### src/hdl/gn3_pkg.sv
// Shared types and constants of the 3D gradient noise block.
// No dependencies; every other file of the block but gn3_ram imports this package.
package gn3_pkg;

  localparam int COORD_W     = 32;
  localparam int TABLE_AW    = 8;
  localparam int TABLE_DEPTH = 256;
  localparam int NOISE_W     = 18;
  localparam int NOISE_MAX   = 131071;
  localparam int NOISE_MIN   = -131072;
  localparam int INQ_DEPTH   = 4;
  localparam int OUTQ_DEPTH  = 32;

  typedef enum logic {
    FUNC_LOAD = 1'b0,
    FUNC_EVAL = 1'b1
  } func_e;

  typedef struct packed {
    func_e                      func;
    logic [TABLE_AW-1:0]        table_index;
    logic [TABLE_AW-1:0]        table_value;
    logic signed [COORD_W-1:0]  coord_x;
    logic signed [COORD_W-1:0]  coord_y;
    logic signed [COORD_W-1:0]  coord_z;
  } item_t;

endpackage

### src/hdl/gn3_outq.sv
// Result queue between the back end and the result port.
// Depends on gn3_pkg.
module gn3_outq (
  input  logic                                clk_i,
  input  logic                                rst_ni,
  input  logic                                push_i,
  input  logic signed [gn3_pkg::NOISE_W-1:0]  data_i,
  input  logic                                pop_i,
  output logic                                empty_o,
  output logic signed [gn3_pkg::NOISE_W-1:0]  data_o
);
  import gn3_pkg::*;

  localparam int PTR_W = $clog2(OUTQ_DEPTH);

  logic signed [NOISE_W-1:0] mem_q [OUTQ_DEPTH];
  logic [PTR_W-1:0]          wr_ptr_q, wr_ptr_d, rd_ptr_q, rd_ptr_d;
  logic [PTR_W:0]            count_q, count_d;
  logic                      pop_ok;

  assign empty_o = (count_q == '0);
  assign data_o  = mem_q[rd_ptr_q];
  assign pop_ok  = pop_i && !empty_o;

  always_comb begin
    wr_ptr_d = push_i ? wr_ptr_q + PTR_W'(1) : wr_ptr_q;
    rd_ptr_d = pop_ok ? rd_ptr_q + PTR_W'(1) : rd_ptr_q;
    count_d  = count_q + (PTR_W+1)'(push_i) - (PTR_W+1)'(pop_ok);
  end

  always_ff @(posedge clk_i or negedge rst_ni) begin
    if (!rst_ni) begin
      wr_ptr_q <= '0;
      rd_ptr_q <= '0;
      count_q  <= '0;
    end else begin
      wr_ptr_q <= wr_ptr_d;
      rd_ptr_q <= rd_ptr_d;
      count_q  <= count_d;
    end
  end

  always_ff @(posedge clk_i) begin
    if (push_i) begin
      mem_q[wr_ptr_q] <= data_i;
    end
  end

endmodule

### config.mk
export PLATFORM = sky130hd
export DESIGN_NAME = gn3_outq
export DESIGN_NICKNAME = d
export VERILOG_FILES = /design/src/hdl/gn3_pkg.sv /design/src/hdl/gn3_outq.sv
export SDC_FILE = /design/constraint.sdc
export NUM_CORES = 1
export LEC_CHECK = 0
export ABC_CLOCK_PERIOD_IN_PS = 3200
export BUFFER_PORTS_ARGS = -buffer_cell sky130_fd_sc_hd__clkbuf_2
export CELL_PAD_IN_SITES_DETAIL_PLACEMENT = 2
export CELL_PAD_IN_SITES_GLOBAL_PLACEMENT = 2
export CORE_MARGIN = 2
export CORE_UTILIZATION = 50
export DETAILED_ROUTE_END_ITERATION = 12
export MAX_ROUTING_LAYER = met4
export PLACE_DENSITY_LB_ADDON = 0.1
export SYNTH_ARGS = -nofsm -noshare
export SYNTH_HDL_FRONTEND = slang
export SYNTH_SLANG_ARGS = --single-unit
### constraint.sdc
create_clock -name clk_i -period 3.2 [get_ports clk_i]
set_input_delay 0.8 -clock clk_i [delete_from_list [all_inputs] [get_ports clk_i]]
set_output_delay 0.8 -clock clk_i [all_outputs]
set_load 0.02 [all_outputs]
== Word-level counts from Yosys, hierarchy flattened ==
Memory sizes are Yosys's and may differ from the RTL's.
Index checks and enable logic that the tools add are counted.
Widths: inputs -> output; s select.

* Reductions and logical operators: 3
* Mux-type cells: 2
* Add/subtract/negate cells: 4

{| class="wikitable"
|+ Operator list
! operator !! count
|-
| $add 5x1->5 const B || 2
|-
| $add 6x1->6 || 1
|-
| $logic_not 6->1 || 1
|-
| $sub 6x1->6 || 1
|-
| $mux 1 || 2
|-
| $logic_and 1x1->1 || 1
|-
| $logic_not 1->1 || 1
|}

* Bits of input ports: 22
* Output and inout port bits: 19
* Memory bits (writable): 576
* Memories: 1
* Word-level logic and storage cells: 13
* Bits in registers: 16

{| class="wikitable"
|+ Memories
! memory !! depth !! width !! read ports !! clocked after Yosys merged registers in !! write ports !! line !! RTL
|-
| mem_q || 32 || 18 || 1 || 0 || 1 || gn3_outq.sv:16 || <nowiki>logic signed [NOISE_W-1:0] mem_q [OUTQ_DEPTH];</nowiki>
|}

== Depth between registers and ports, before layout ==
* Word-level depth: 4
* Mapped depth: 14
* Mapped depth without buffers: 13

== Worst setup path before layout ==
No wires, ideal clock.

* Path kind: input-to-reg
* From: input port push_i
* To: memory mem_q[3][0], enable pin
* Setup slack: 0.053 ns
* Data required time: 2.784 ns
* Stages on the path: 4
* Arrival: 2.731 ns
* Library setup time: 0.416 ns
* Path through: clkbuf_1 -> nand2_1 -> or2_2 -> nor3_1

* Cells in the longest elaborated chain, start to end: 2

{| class="wikitable"
|+ Ends and longest elaborated chain
! item !! line !! RTL
|-
| start, declared || gn3_outq.sv:6 || <nowiki>input logic push_i,</nowiki>
|-
| $mux 1 || gn3_outq.sv:44 || <nowiki>if (push_i) begin</nowiki>
|-
| $mux 1 (implied by the code) || gn3_outq.sv:45 || <nowiki>mem_q[wr_ptr_q] <= data_i;</nowiki>
|-
| end, declared || gn3_outq.sv:16 ||
|}

No other way between the ends.

== Worst setup path after layout ==
* From: register rd_ptr_q[0]
* To: output port data_o[17] (netlist name)

* Cells in the longest elaborated chain, start to end: 1

{| class="wikitable"
|+ Ends and longest elaborated chain
! item !! line !! RTL
|-
| start, declared || gn3_outq.sv:17 || <nowiki>logic [PTR_W-1:0] wr_ptr_q, wr_ptr_d, rd_ptr_q, rd_ptr_d;</nowiki>
|-
| start signal, assigned || gn3_outq.sv:38 || <nowiki>rd_ptr_q <= rd_ptr_d;</nowiki>
|-
| $mem_v2 32x18 || -- ||
|-
| end, declared || gn3_outq.sv:10 || <nowiki>output logic signed [gn3_pkg::NOISE_W-1:0] data_o</nowiki>
|}

No other way between the ends.

==> reports/qor.txt <==
Cell row count: 78
Worst vdd rail ir drop: 0.6662 mV
Top_reg_cell synth: edfxtp_1
Clock transition at the registers of the reported paths: 0.07 ns
Mapped cell area: 0.02299 mm2
Total CTS buffers: 60
Main combinational cell family by area after synthesis: multiplexers
Maximum fanout along the worst path: 8
Fmax: 269.4 MHz
Synth Area in Adders: 0.7945%
Worst reg2reg path depth: 13
Setup slack after layout: -0.5123 ns
Final Hold Vio Count: 0
Lkg Pwr: 9.285 nW
R2R Setup Slk: 0.29 ns
Synth cell types: 47
Period Utilization, post-route: 116.0%
Most common cell after layout, fill and taps aside: edfxtp_1
Post-synth top area share: 75.23%
Post-Synth Simple-Gate Area: 1.393%
Complex-gate fraction of the synthesized area: 4.462%
Tmin final: 3.712 ns
Synth warn: 0
Core Area: 0.04538 mm2
Final GP Congestion: 0.7539
Clock buffer depth: 3
First-pass GRT wire length: 119,000 um
Root Buffer: clkbuf_16
Cell taking the most area after synthesis: edfxtp_1
Total congestion overflow: 0
Crit path required time: 2.40 ns
RSZ-0062 raised after global routing: true
Reg2reg end: count_q[4]
Worst hold-check path type: primary input to asynchronous set/reset pin
Synth Area per Inst: 21.33 um2
Least-Margin Pin Slew: 0.9859 ns
XOR/XNOR share of the synthesized area: 0.3428%
Fill cells: 3,506
Die area: 0.04772 mm2
Most frequent cells in the layout: 576 x edfxtp_1, 107 x mux4_2, 86 x buf_4, 65 x mux2i_1, 64 x clkbuf_16
Placed Area: 0.02457 mm2
Crit path kind: register to output port
DRC: 0
Share of layout cells above drive strength 1: 39.05%
Drt total wl: 87,300 um
Drt first-iter violations: 1,866
Mux contribution to synthesized area: 13.91%
Port-buffer cells: 40
Max-Cap Viols: 0
Post-Place Setup Slack: -0.06255 ns
Final-stage net count: 1,297
DR WL/cell: 45.68 um
Synthesized flop and latch total: 592
Die extent in y: 218.4 um
Critical Path Source Type: register
Worst R2R Start: count_q[3]
Total power: 27.99 mW
Skew final: 0.03390 ns
Fin area: 0.02796 mm2
Largest net degree at the start of global routing: 37
Worst slew margin: 34.27%
Sink Count: 592
Final antenna-violating net count: 0
Setup crit end kind: output port
Failing checks: setup timing
Status: finished with violations
GRT Util Overall: 38.58%
Number of global-route vias before repair: 13,840
Final Slew Violations: 0
Post-Syn Nets: 1,114
Vias: 13,040
P&R area growth vs syn: 21.62%
TritonCTS clock tree: done
Initial Utilization: 50.66%
Number of diodes: 0
Clk Latency, worst-skew pair: 0.66 ns
H-Tree Depth: 2
Setup TNS Final: -7.551 ns
Fraction of registers with async set/reset: 2.703%
Crit path DAT: 2.91 ns
Die X: 218.4 um
Post-synthesis sequential area ratio: 76.97%
Cell count after synthesis: 1,078
Vias per cell: 6.823
PwrDens: 1001 mW/mm2
Initial antenna violation count: 1
Drt pass-1 iters: 5
Dpl hpwl: 43,300 um
Final setup vio count: 18
I/O pin cnt: 41
Number of enable flip-flop cells after synthesis: 576
Top cells by area, synth: edfxtp_1 75%, mux4_2 9.8%, mux2i_1 3.2%, dfrtp_1 1.7%, a211oi_1 0.88%
-- worst max path at each step --
stage / to / depth (start not counted) / slack (ns) / startpoint
after floorplan: mem_q[3][0] / 4 / 0.05 / push_i
after global placement: data_o[0] / 6 / 0.08 / rd_ptr_q[0]
after detailed placement: data_o[3] / 7 / -0.06 / rd_ptr_q[0]
after CTS: data_o[12] / 7 / -0.47 / rd_ptr_q[0]
after global routing: data_o[17] / 9 / -0.56 / rd_ptr_q[0]
final: data_o[17] / 9 / -0.51 / rd_ptr_q[0]
-- repair_timing --
item	in CTS	in global routing
setup endpoints to repair	18	18
resized for setup	108	87
pin swaps	23	36
hold buffers	0	0
setup buffers	32	21
gates cloned	6	3
-- synth_stat cells (5+ instances only) --
library cell / count
buf_4: 6
edfxtp_1: 576
buf_6: 13
mux4_2: 100
dfrtp_1: 16
nor2_1: 23
xnor2_1: 6
inv_1: 15
o221ai_1: 20
mux4_1: 7
nand3_1: 5
o22ai_1: 17
a211oi_2: 7
a22oi_1: 18
clkbuf_1: 25
a22o_1: 17
nand2_1: 11
nor3_1: 11
a211oi_1: 27
a21oi_1: 21
mux2i_1: 74
ha_1: 13
buf_2: 12
-- worst max-delay path: stages, from the launching register on --
cell and delay, ns:
dfrtp_4 0.56, buf_6 0.15, buf_12 0.14, buf_12 0.13
buf_6 0.10, mux4_2 0.40, a22o_1 0.22, a211oi_2 0.31
a21oi_2 0.08, clkbuf_8 0.17
-- final cells by class --
type	instances	area [um2]	area share [%]
sequential	592	17710	63.32
multi-input combinational	408	5503	19.68
timing repair buffer	183	1981	7.083
clock buffer	78	1650	5.902
tap	600	750.7	2.685
clock inverter	34	312.8	1.119
inverter	16	60.06	0.2148
-- flip-flops by register name (all words and copies together), names as in the netlist --
signal    count
mem_q       576
rd_ptr_q      5
wr_ptr_q      5
count_q       6
-- metrics by stage --
| step | utilization [%] | cells | hold slack (ns) |
|---|---|---|---|
| 3_3_place_gp | 54.14 | 1746 | 0.5237 |
| 3_5_place_dp | 54.14 | 1746 | 0.5491 |
| 4_1_cts | 60.69 | 1896 | 0.1227 |
| 6_report | 61.62 | 1911 | 0.1205 |
| 5_1_grt | 61.62 | 1911 | 0.1274 |
| 2_1_floorplan | - | 1078 | 0.5044 |
-- where the power goes --
part,switching [mW],internal [mW]
logic,6.14,4.91
clock network,3.32,4.11
registers,0.425,9.08
total,9.89,18.1
-- logic make-up after synthesis --
logic type               Yosys count
flip-flops                       592
multiplexers                     183
AO/OA/AOI/OAI                    136
buffers and inverters             78
AND/OR/NAND/NOR                   66
adder cells (fa/ha/maj)           14
XOR/XNOR                           9
-- per-layer routing --
metal	part of all wire [%]	vias to the layer above	wire length, um	global-route usage (%)
li1	-	4880	-	-
met5	0	-	0	-
met4	4.4	0	3864	15.26
met2	51	854	44180	63.18
met1	37	7109	32350	49.64
met3	7.9	196	6912	4.788
(Power assumes the default switching activity.)
