[src/hdl/gn3_pkg.sv]
// Shared types and constants of the 3D gradient noise block.
// No dependencies; every other file of the block but gn3_ram imports this package.
package gn3_pkg;

  localparam int COORD_W     = 32;
  localparam int TABLE_AW    = 8;
  localparam int TABLE_DEPTH = 256;
  localparam int NOISE_W     = 18;
  localparam int NOISE_MAX   = 131071;
  localparam int NOISE_MIN   = -131072;
  localparam int INQ_DEPTH   = 4;
  localparam int OUTQ_DEPTH  = 32;

  typedef enum logic {
    FUNC_LOAD = 1'b0,
    FUNC_EVAL = 1'b1
  } func_e;

  typedef struct packed {
    func_e                      func;
    logic [TABLE_AW-1:0]        table_index;
    logic [TABLE_AW-1:0]        table_value;
    logic signed [COORD_W-1:0]  coord_x;
    logic signed [COORD_W-1:0]  coord_y;
    logic signed [COORD_W-1:0]  coord_z;
  } item_t;

endpackage

[src/hdl/gn3_front.sv]
// Front end: accepts input transactions, classifies them and queues them.
// Depends on gn3_pkg.
module gn3_front (
  input  logic                                clk_i,
  input  logic                                rst_ni,
  input  logic                                push,
  output logic                                full,
  input  logic                                func_i,
  input  logic [gn3_pkg::TABLE_AW-1:0]        table_index_i,
  input  logic [gn3_pkg::TABLE_AW-1:0]        table_value_i,
  input  logic signed [gn3_pkg::COORD_W-1:0]  coord_x_i,
  input  logic signed [gn3_pkg::COORD_W-1:0]  coord_y_i,
  input  logic signed [gn3_pkg::COORD_W-1:0]  coord_z_i,
  output logic                                valid_o,
  output gn3_pkg::item_t                      item_o,
  input  logic                                take_i
);
  import gn3_pkg::*;

  localparam int PTR_W = $clog2(INQ_DEPTH);

  item_t            mem_q [INQ_DEPTH];
  item_t            item_d;
  logic [PTR_W-1:0] wr_ptr_q, wr_ptr_d, rd_ptr_q, rd_ptr_d;
  logic [PTR_W:0]   count_q, count_d;
  logic             push_ok, pop_ok;

  assign full    = (count_q == (PTR_W+1)'(INQ_DEPTH));
  assign valid_o = (count_q != '0);
  assign item_o  = mem_q[rd_ptr_q];
  assign push_ok = push && !full;
  assign pop_ok  = take_i && valid_o;

  always_comb begin
    item_d.func        = func_i ? FUNC_EVAL : FUNC_LOAD;
    item_d.table_index = table_index_i;
    item_d.table_value = table_value_i;
    item_d.coord_x     = coord_x_i;
    item_d.coord_y     = coord_y_i;
    item_d.coord_z     = coord_z_i;
    wr_ptr_d = push_ok ? wr_ptr_q + PTR_W'(1) : wr_ptr_q;
    rd_ptr_d = pop_ok ? rd_ptr_q + PTR_W'(1) : rd_ptr_q;
    count_d  = count_q + (PTR_W+1)'(push_ok) - (PTR_W+1)'(pop_ok);
  end

  always_ff @(posedge clk_i or negedge rst_ni) begin
    if (!rst_ni) begin
      wr_ptr_q <= '0;
      rd_ptr_q <= '0;
      count_q  <= '0;
    end else begin
      wr_ptr_q <= wr_ptr_d;
      rd_ptr_q <= rd_ptr_d;
      count_q  <= count_d;
    end
  end

  always_ff @(posedge clk_i) begin
    if (push_ok) begin
      mem_q[wr_ptr_q] <= item_d;
    end
  end

endmodule

[config.mk]
export PLATFORM = sky130hd
export DESIGN_NAME = gn3_front
export DESIGN_NICKNAME = d
export VERILOG_FILES = /design/src/hdl/gn3_pkg.sv /design/src/hdl/gn3_front.sv
export SDC_FILE = /design/constraint.sdc
export NUM_CORES = 1
export LEC_CHECK = 0
export BUFFER_PORTS_ARGS = -buffer_cell sky130_fd_sc_hd__buf_2
export CORE_ASPECT_RATIO = 0.9
export CORE_MARGIN = 4
export CORE_UTILIZATION = 59
export CTS_BUF_LIST = sky130_fd_sc_hd__clkbuf_2 sky130_fd_sc_hd__clkbuf_4 sky130_fd_sc_hd__clkbuf_8
export DETAILED_ROUTE_END_ITERATION = 10
export PLACE_DENSITY_LB_ADDON = 0.2
export SLEW_MARGIN = 25
export SYNTH_ARGS = -nofsm -noshare
export SYNTH_HDL_FRONTEND = slang
export SYNTH_SLANG_ARGS = --single-unit
export TNS_END_PERCENT = 30
[constraint.sdc]
create_clock -name clk_i -period 4.2 [get_ports clk_i]
set_input_delay 1.05 -clock clk_i [delete_from_list [all_inputs] [get_ports clk_i]]
set_output_delay 1.05 -clock clk_i [all_outputs]
set_load 0.01 [all_outputs]
Yosys cells after proc, flatten, opt, wreduce, memory -nomap -nowiden:

Memories as Yosys holds them, arrays and structs flattened.
Cells that the tools add are included.

* memory bits (writable): 452
* register bits: 7
* bits in latches: 0
* memories kept: 1
* bits in read-only memories: 0
* word-level logic and storage cells: 16
* output and inout bits: 115

* $mul: 0
* equal/unequal tests: 1
* reduce and logical (&&, ||, !) cells: 4
* add/sub/neg operators: 4
* divide/modulo/power cells: 0
* bitwise operators: 0
* multiplexer cells: 3
* shifts and indexed selects: 0
* magnitude comparators: 0

Memory list
* mem_q: words 4, width 113, rd ports 1, clocked after memory_dff 0, write ports 1, RTL line gn3_front.sv:22 `item_t mem_q [INQ_DEPTH];`

Operators with widths (number)
* 2-bit by 1-bit adder with 2-bit output (second input constant): 2
* 3-bit by 1-bit adder with 3-bit output: 1
* 3-bit == test (second input constant): 1
* 1-bit two-way mux: 3
* 3-bit nonzero test: 1
* 3-bit by 1-bit subtractor with 3-bit output: 1
* 1-bit logical AND: 2
* 1-bit logical NOT: 1

Logic depth before layout (Yosys ltp):

* depth in word-level cells: 5
* depth in mapped cells: 9
* depth with buffers taken out: 9

Least setup slack after synthesis:

Ideal clock, no wire load.

* kind: in2reg
* from: input push
* to: memory mem_q[0][0] (netlist bit) (enable)
* library setup time: 0.486 ns
* stages: 1
* slack: -0.003 ns
* arrival time: 3.717 ns
* cells stage by stage: and3b_1

* word-level cells in the longest chain between the ends: 3

RTL lines
* start, declared: RTL line gn3_front.sv:6 `input logic push,`
* 1-bit logical AND: RTL line gn3_front.sv:31 `assign push_ok = push && !full;`
* 1-bit two-way mux: RTL line gn3_front.sv:59 `if (push_ok) begin`
* 1-bit two-way mux (implied by the code): RTL line gn3_front.sv:60 `mem_q[wr_ptr_q] <= item_d;`
* end, declared: RTL line gn3_front.sv:22

Every way passes these cells.

==> flow_summary_export.csv <==
group,metric,value,unit
status,run_status,"complete, no violations",
grt,largest_net_degree_at_the_start_of_global_routing,49,
logic_synthesis,postSynthRegisterBits,459,
timing,final.setup_skew,0.0293,ns
timing,max_slew_margin,49.6,%
floorplan,rows,58,
floorplan,floorplan.die_area,31200,µm²
worst_setup_path,start_kind,"flip-flop",
timing,timing.final.crit_share,84.5,%
worst_setup_path,worst_r2r_startpoint,"count_q[1]",
timing,setup_viol,0,
floorplan,design.portCount,232,
timing,grt_setup_unrepaired,"false",
cts,clock-root-buffer,"clkbuf_8",
cts,clock_path_buffers,3,
logic_synthesis,synth.net_count,755,
detailed_routing,vias_per_cell,5.72,
detailed_routing,drt_iter0_drc,538,
timing,final_hold_fails,0,
worst_setup_path,timing_worst_setup_path_type,"reg -> out",
power,cellPowerDensity,700,nW/µm²
placement,place_hpwl,19.5,mm
cells_and_area,layout.nets,1055,
worst_setup_path,setup.worst_path.end_class,"output port",
detailed_routing,detail_route.wirelength,31.0,mm
detailed_routing,num_vias,7650,
cells_and_area,leading_cell_type_in_the_layout_fill_and_taps_excluded,"edfxtp_1",
timing,clock_period_minus_final_worst_setup_slack,3.55,ns
cells_and_area,most-common-layout-cells,"452 x edfxtp_1, 231 x buf_2, 113 x mux4_2",
cts,post_cts_resize_count,0,
worst_setup_path,critical_path.max_fanout,32,
cts,tritoncts,"built",
cts,cts_buffers,70,
flow_run,maxCapViolCount,0,
logic_synthesis,synth_cell_type_count,21,
grt,global_route.usage.total,20.3,%
floorplan,fp.dieW,186,µm
worst_setup_path,crit_path_end,"item_o[33]",
grt,global_route_wire_length_before_repair,47.6,mm
timing,finalMaxSlewViolations,0,
grt,initial_antenna_violation_count,4,
cells_and_area,fin_util,70.9,%
cts,cts-hold-fix-buffers,0,
cells_and_area,areaGrowthSynthToFinish,18.3,%
cts,level_count_of_the_clock_h_tree,3,
power,vdd.ir_drop.worst,0.000415,V
worst_setup_path,reg2regPathDepth,9,
cts,clock_sink_count,459,
worst_setup_path,worstReg2RegEnd,"count_q[2]",
cells_and_area,final_layout_size_suffix_gt1_share,48.8,%
worst_setup_path,critPathArrivalTime,2.50,ns
logic_synthesis,synth.yosys.warnings,0,
grt,grt_pass1_vias,8501,
timing,worstMarginPinSlew,0.755,ns
detailed_routing,routed_wire_length_per_instance,23.2,µm
power,power.static_leakage,6.81,nW
timing,fmax,0.282,GHz
floorplan,floorplan.die.height,168,µm
grt,grt_remaining_overflow,0,
worst_setup_path,cp-startpoint,"rd_ptr_q[0]",
cells_and_area,layout.area.seq,13800,µm²
floorplan,effective_utilization_at_floorplan,60.0,%
logic_synthesis,avgSynthCellArea,26.5,µm²
detailed_routing,drcViolationCount,0,
cells_and_area,filler_cell_count,1657,
floorplan,floorplan.core_area,27900,µm²
logic_synthesis,synth_cells,631,
worst_setup_path,worstPathRequired,3.15,ns
cts,cts_setup_buffers,0,
placement,final_gp_congestion,0.743,
placement,io_buffers,231,
timing,timing.setup.tns,0,ns
cts,worstSkewPairLatency,0.57,ns
detailed_routing,drt.antenna.violating_nets,0,
logic_synthesis,synth_cell_area,16800,µm²
worst_setup_path,reg2reg_slack,1.78,ns
worst_hold_path,hold_class,"in -> async",
detailed_routing,first_pass_iters,4,
cts,clk_transition_reported_paths,0.06,ns
logic_synthesis,synth_sequential_area_ratio,82.1,%
cells_and_area,multiInputGateArea,2830,µm²
==> worst max-delay path, cell delays in order (launching register included) <==
cell and delay [ns]:
dfrtp_4 0.86, buf_4 0.35, mux4_2 0.53, buf_2 0.16
==> logic make-up after synthesis <==
group | Yosys count | synth area share (%)
AO/OA/AOI/OAI | 4 | 0.194
flip-flops | 459 | 82.1
multiplexers | 113 | 15.2
buffers and inverters | 31 | 1.14
AND/OR/NAND/NOR | 13 | 0.627
adder cells (fa/ha/maj) | 7 | 0.568
XOR/XNOR | 4 | 0.209
==> cells in the mapped netlist, drive strengths merged <==
library cell,number,area (µm²)
and3b,4,35.0
edfxtp,452,13600
xor2,1,8.76
dfrtp,7,175
fa,1,20.0
or3,1,6.26
inv,5,18.8
o31a,1,8.76
nand2b,4,25.0
clkbuf,4,15.0
mux4,113,2540
o211ai,2,15.0
ha,6,75.1
nand2,1,3.75
nand4bb,2,22.5
xnor2,3,26.3
buf,22,156
nor3b,1,12.5
o311ai,1,8.76
==> power by group <==
group          internal (mW)  switching (mW)  total, mW
combinational           1.94            2.06       4.00
clock                   1.87            1.56       3.43
sequential              6.03           0.411       6.44
==> per-layer routing <==
layer	up-vias	GRT usage, %	wire length [µm]
met5	-	0	51
met4	8	6.34	583
met3	57	6.48	2390
met2	256	33.4	15900
met1	3979	26.3	12100
li1	3350	-	-
==> how the worst min path moves through the flow <==
stage,end,start,depth (start not counted),slack [ns]
detailed placement,wr_ptr_q[1],wr_ptr_q[1],2,0.62
global placement,wr_ptr_q[1],wr_ptr_q[1],2,0.57
floorplan,wr_ptr_q[1],wr_ptr_q[1],2,0.54
global route,count_q[2],rst_ni,1,0.27
CTS,count_q[2],rst_ni,1,0.26
finish,count_q[2],rst_ni,1,0.31
==> layout make-up <==
class | count | area share, %
Sequential cell | 459 | 69.4
Multi-Input combinational cell | 141 | 14.3
Timing Repair Buffer | 254 | 7.28
Clock buffer | 94 | 5.93
Tap cell | 360 | 2.27
Clock inverter | 23 | 0.682
Inverter | 5 | 0.0947
Antenna cell | 2 | 0.0253
==> sequential cells by signal, summed over array words and instances (netlist names) <==
signal	count
count_q	3
mem_q	452
rd_ptr_q	2
wr_ptr_q	2
==> metrics by stage <==
stage / hold slack, ns / cells / power, mW / setup WS (ns) / cell area [µm²]
after floorplan: 0.543 / 631 / 9.03 / -0.00285 / 16800
after global placement: 0.566 / 1219 / 10.5 / 1.20 / 18500
after detailed placement: 0.622 / 1219 / 10.6 / 1.18 / 18500
after CTS: 0.256 / 1336 / 14.1 / 0.537 / 19800
after global routing: 0.272 / 1336 / 14.6 / 0.451 / 19800
final: 0.310 / 1338 / 13.9 / 0.651 / 19800
Power figures use the tool's default switching activity.
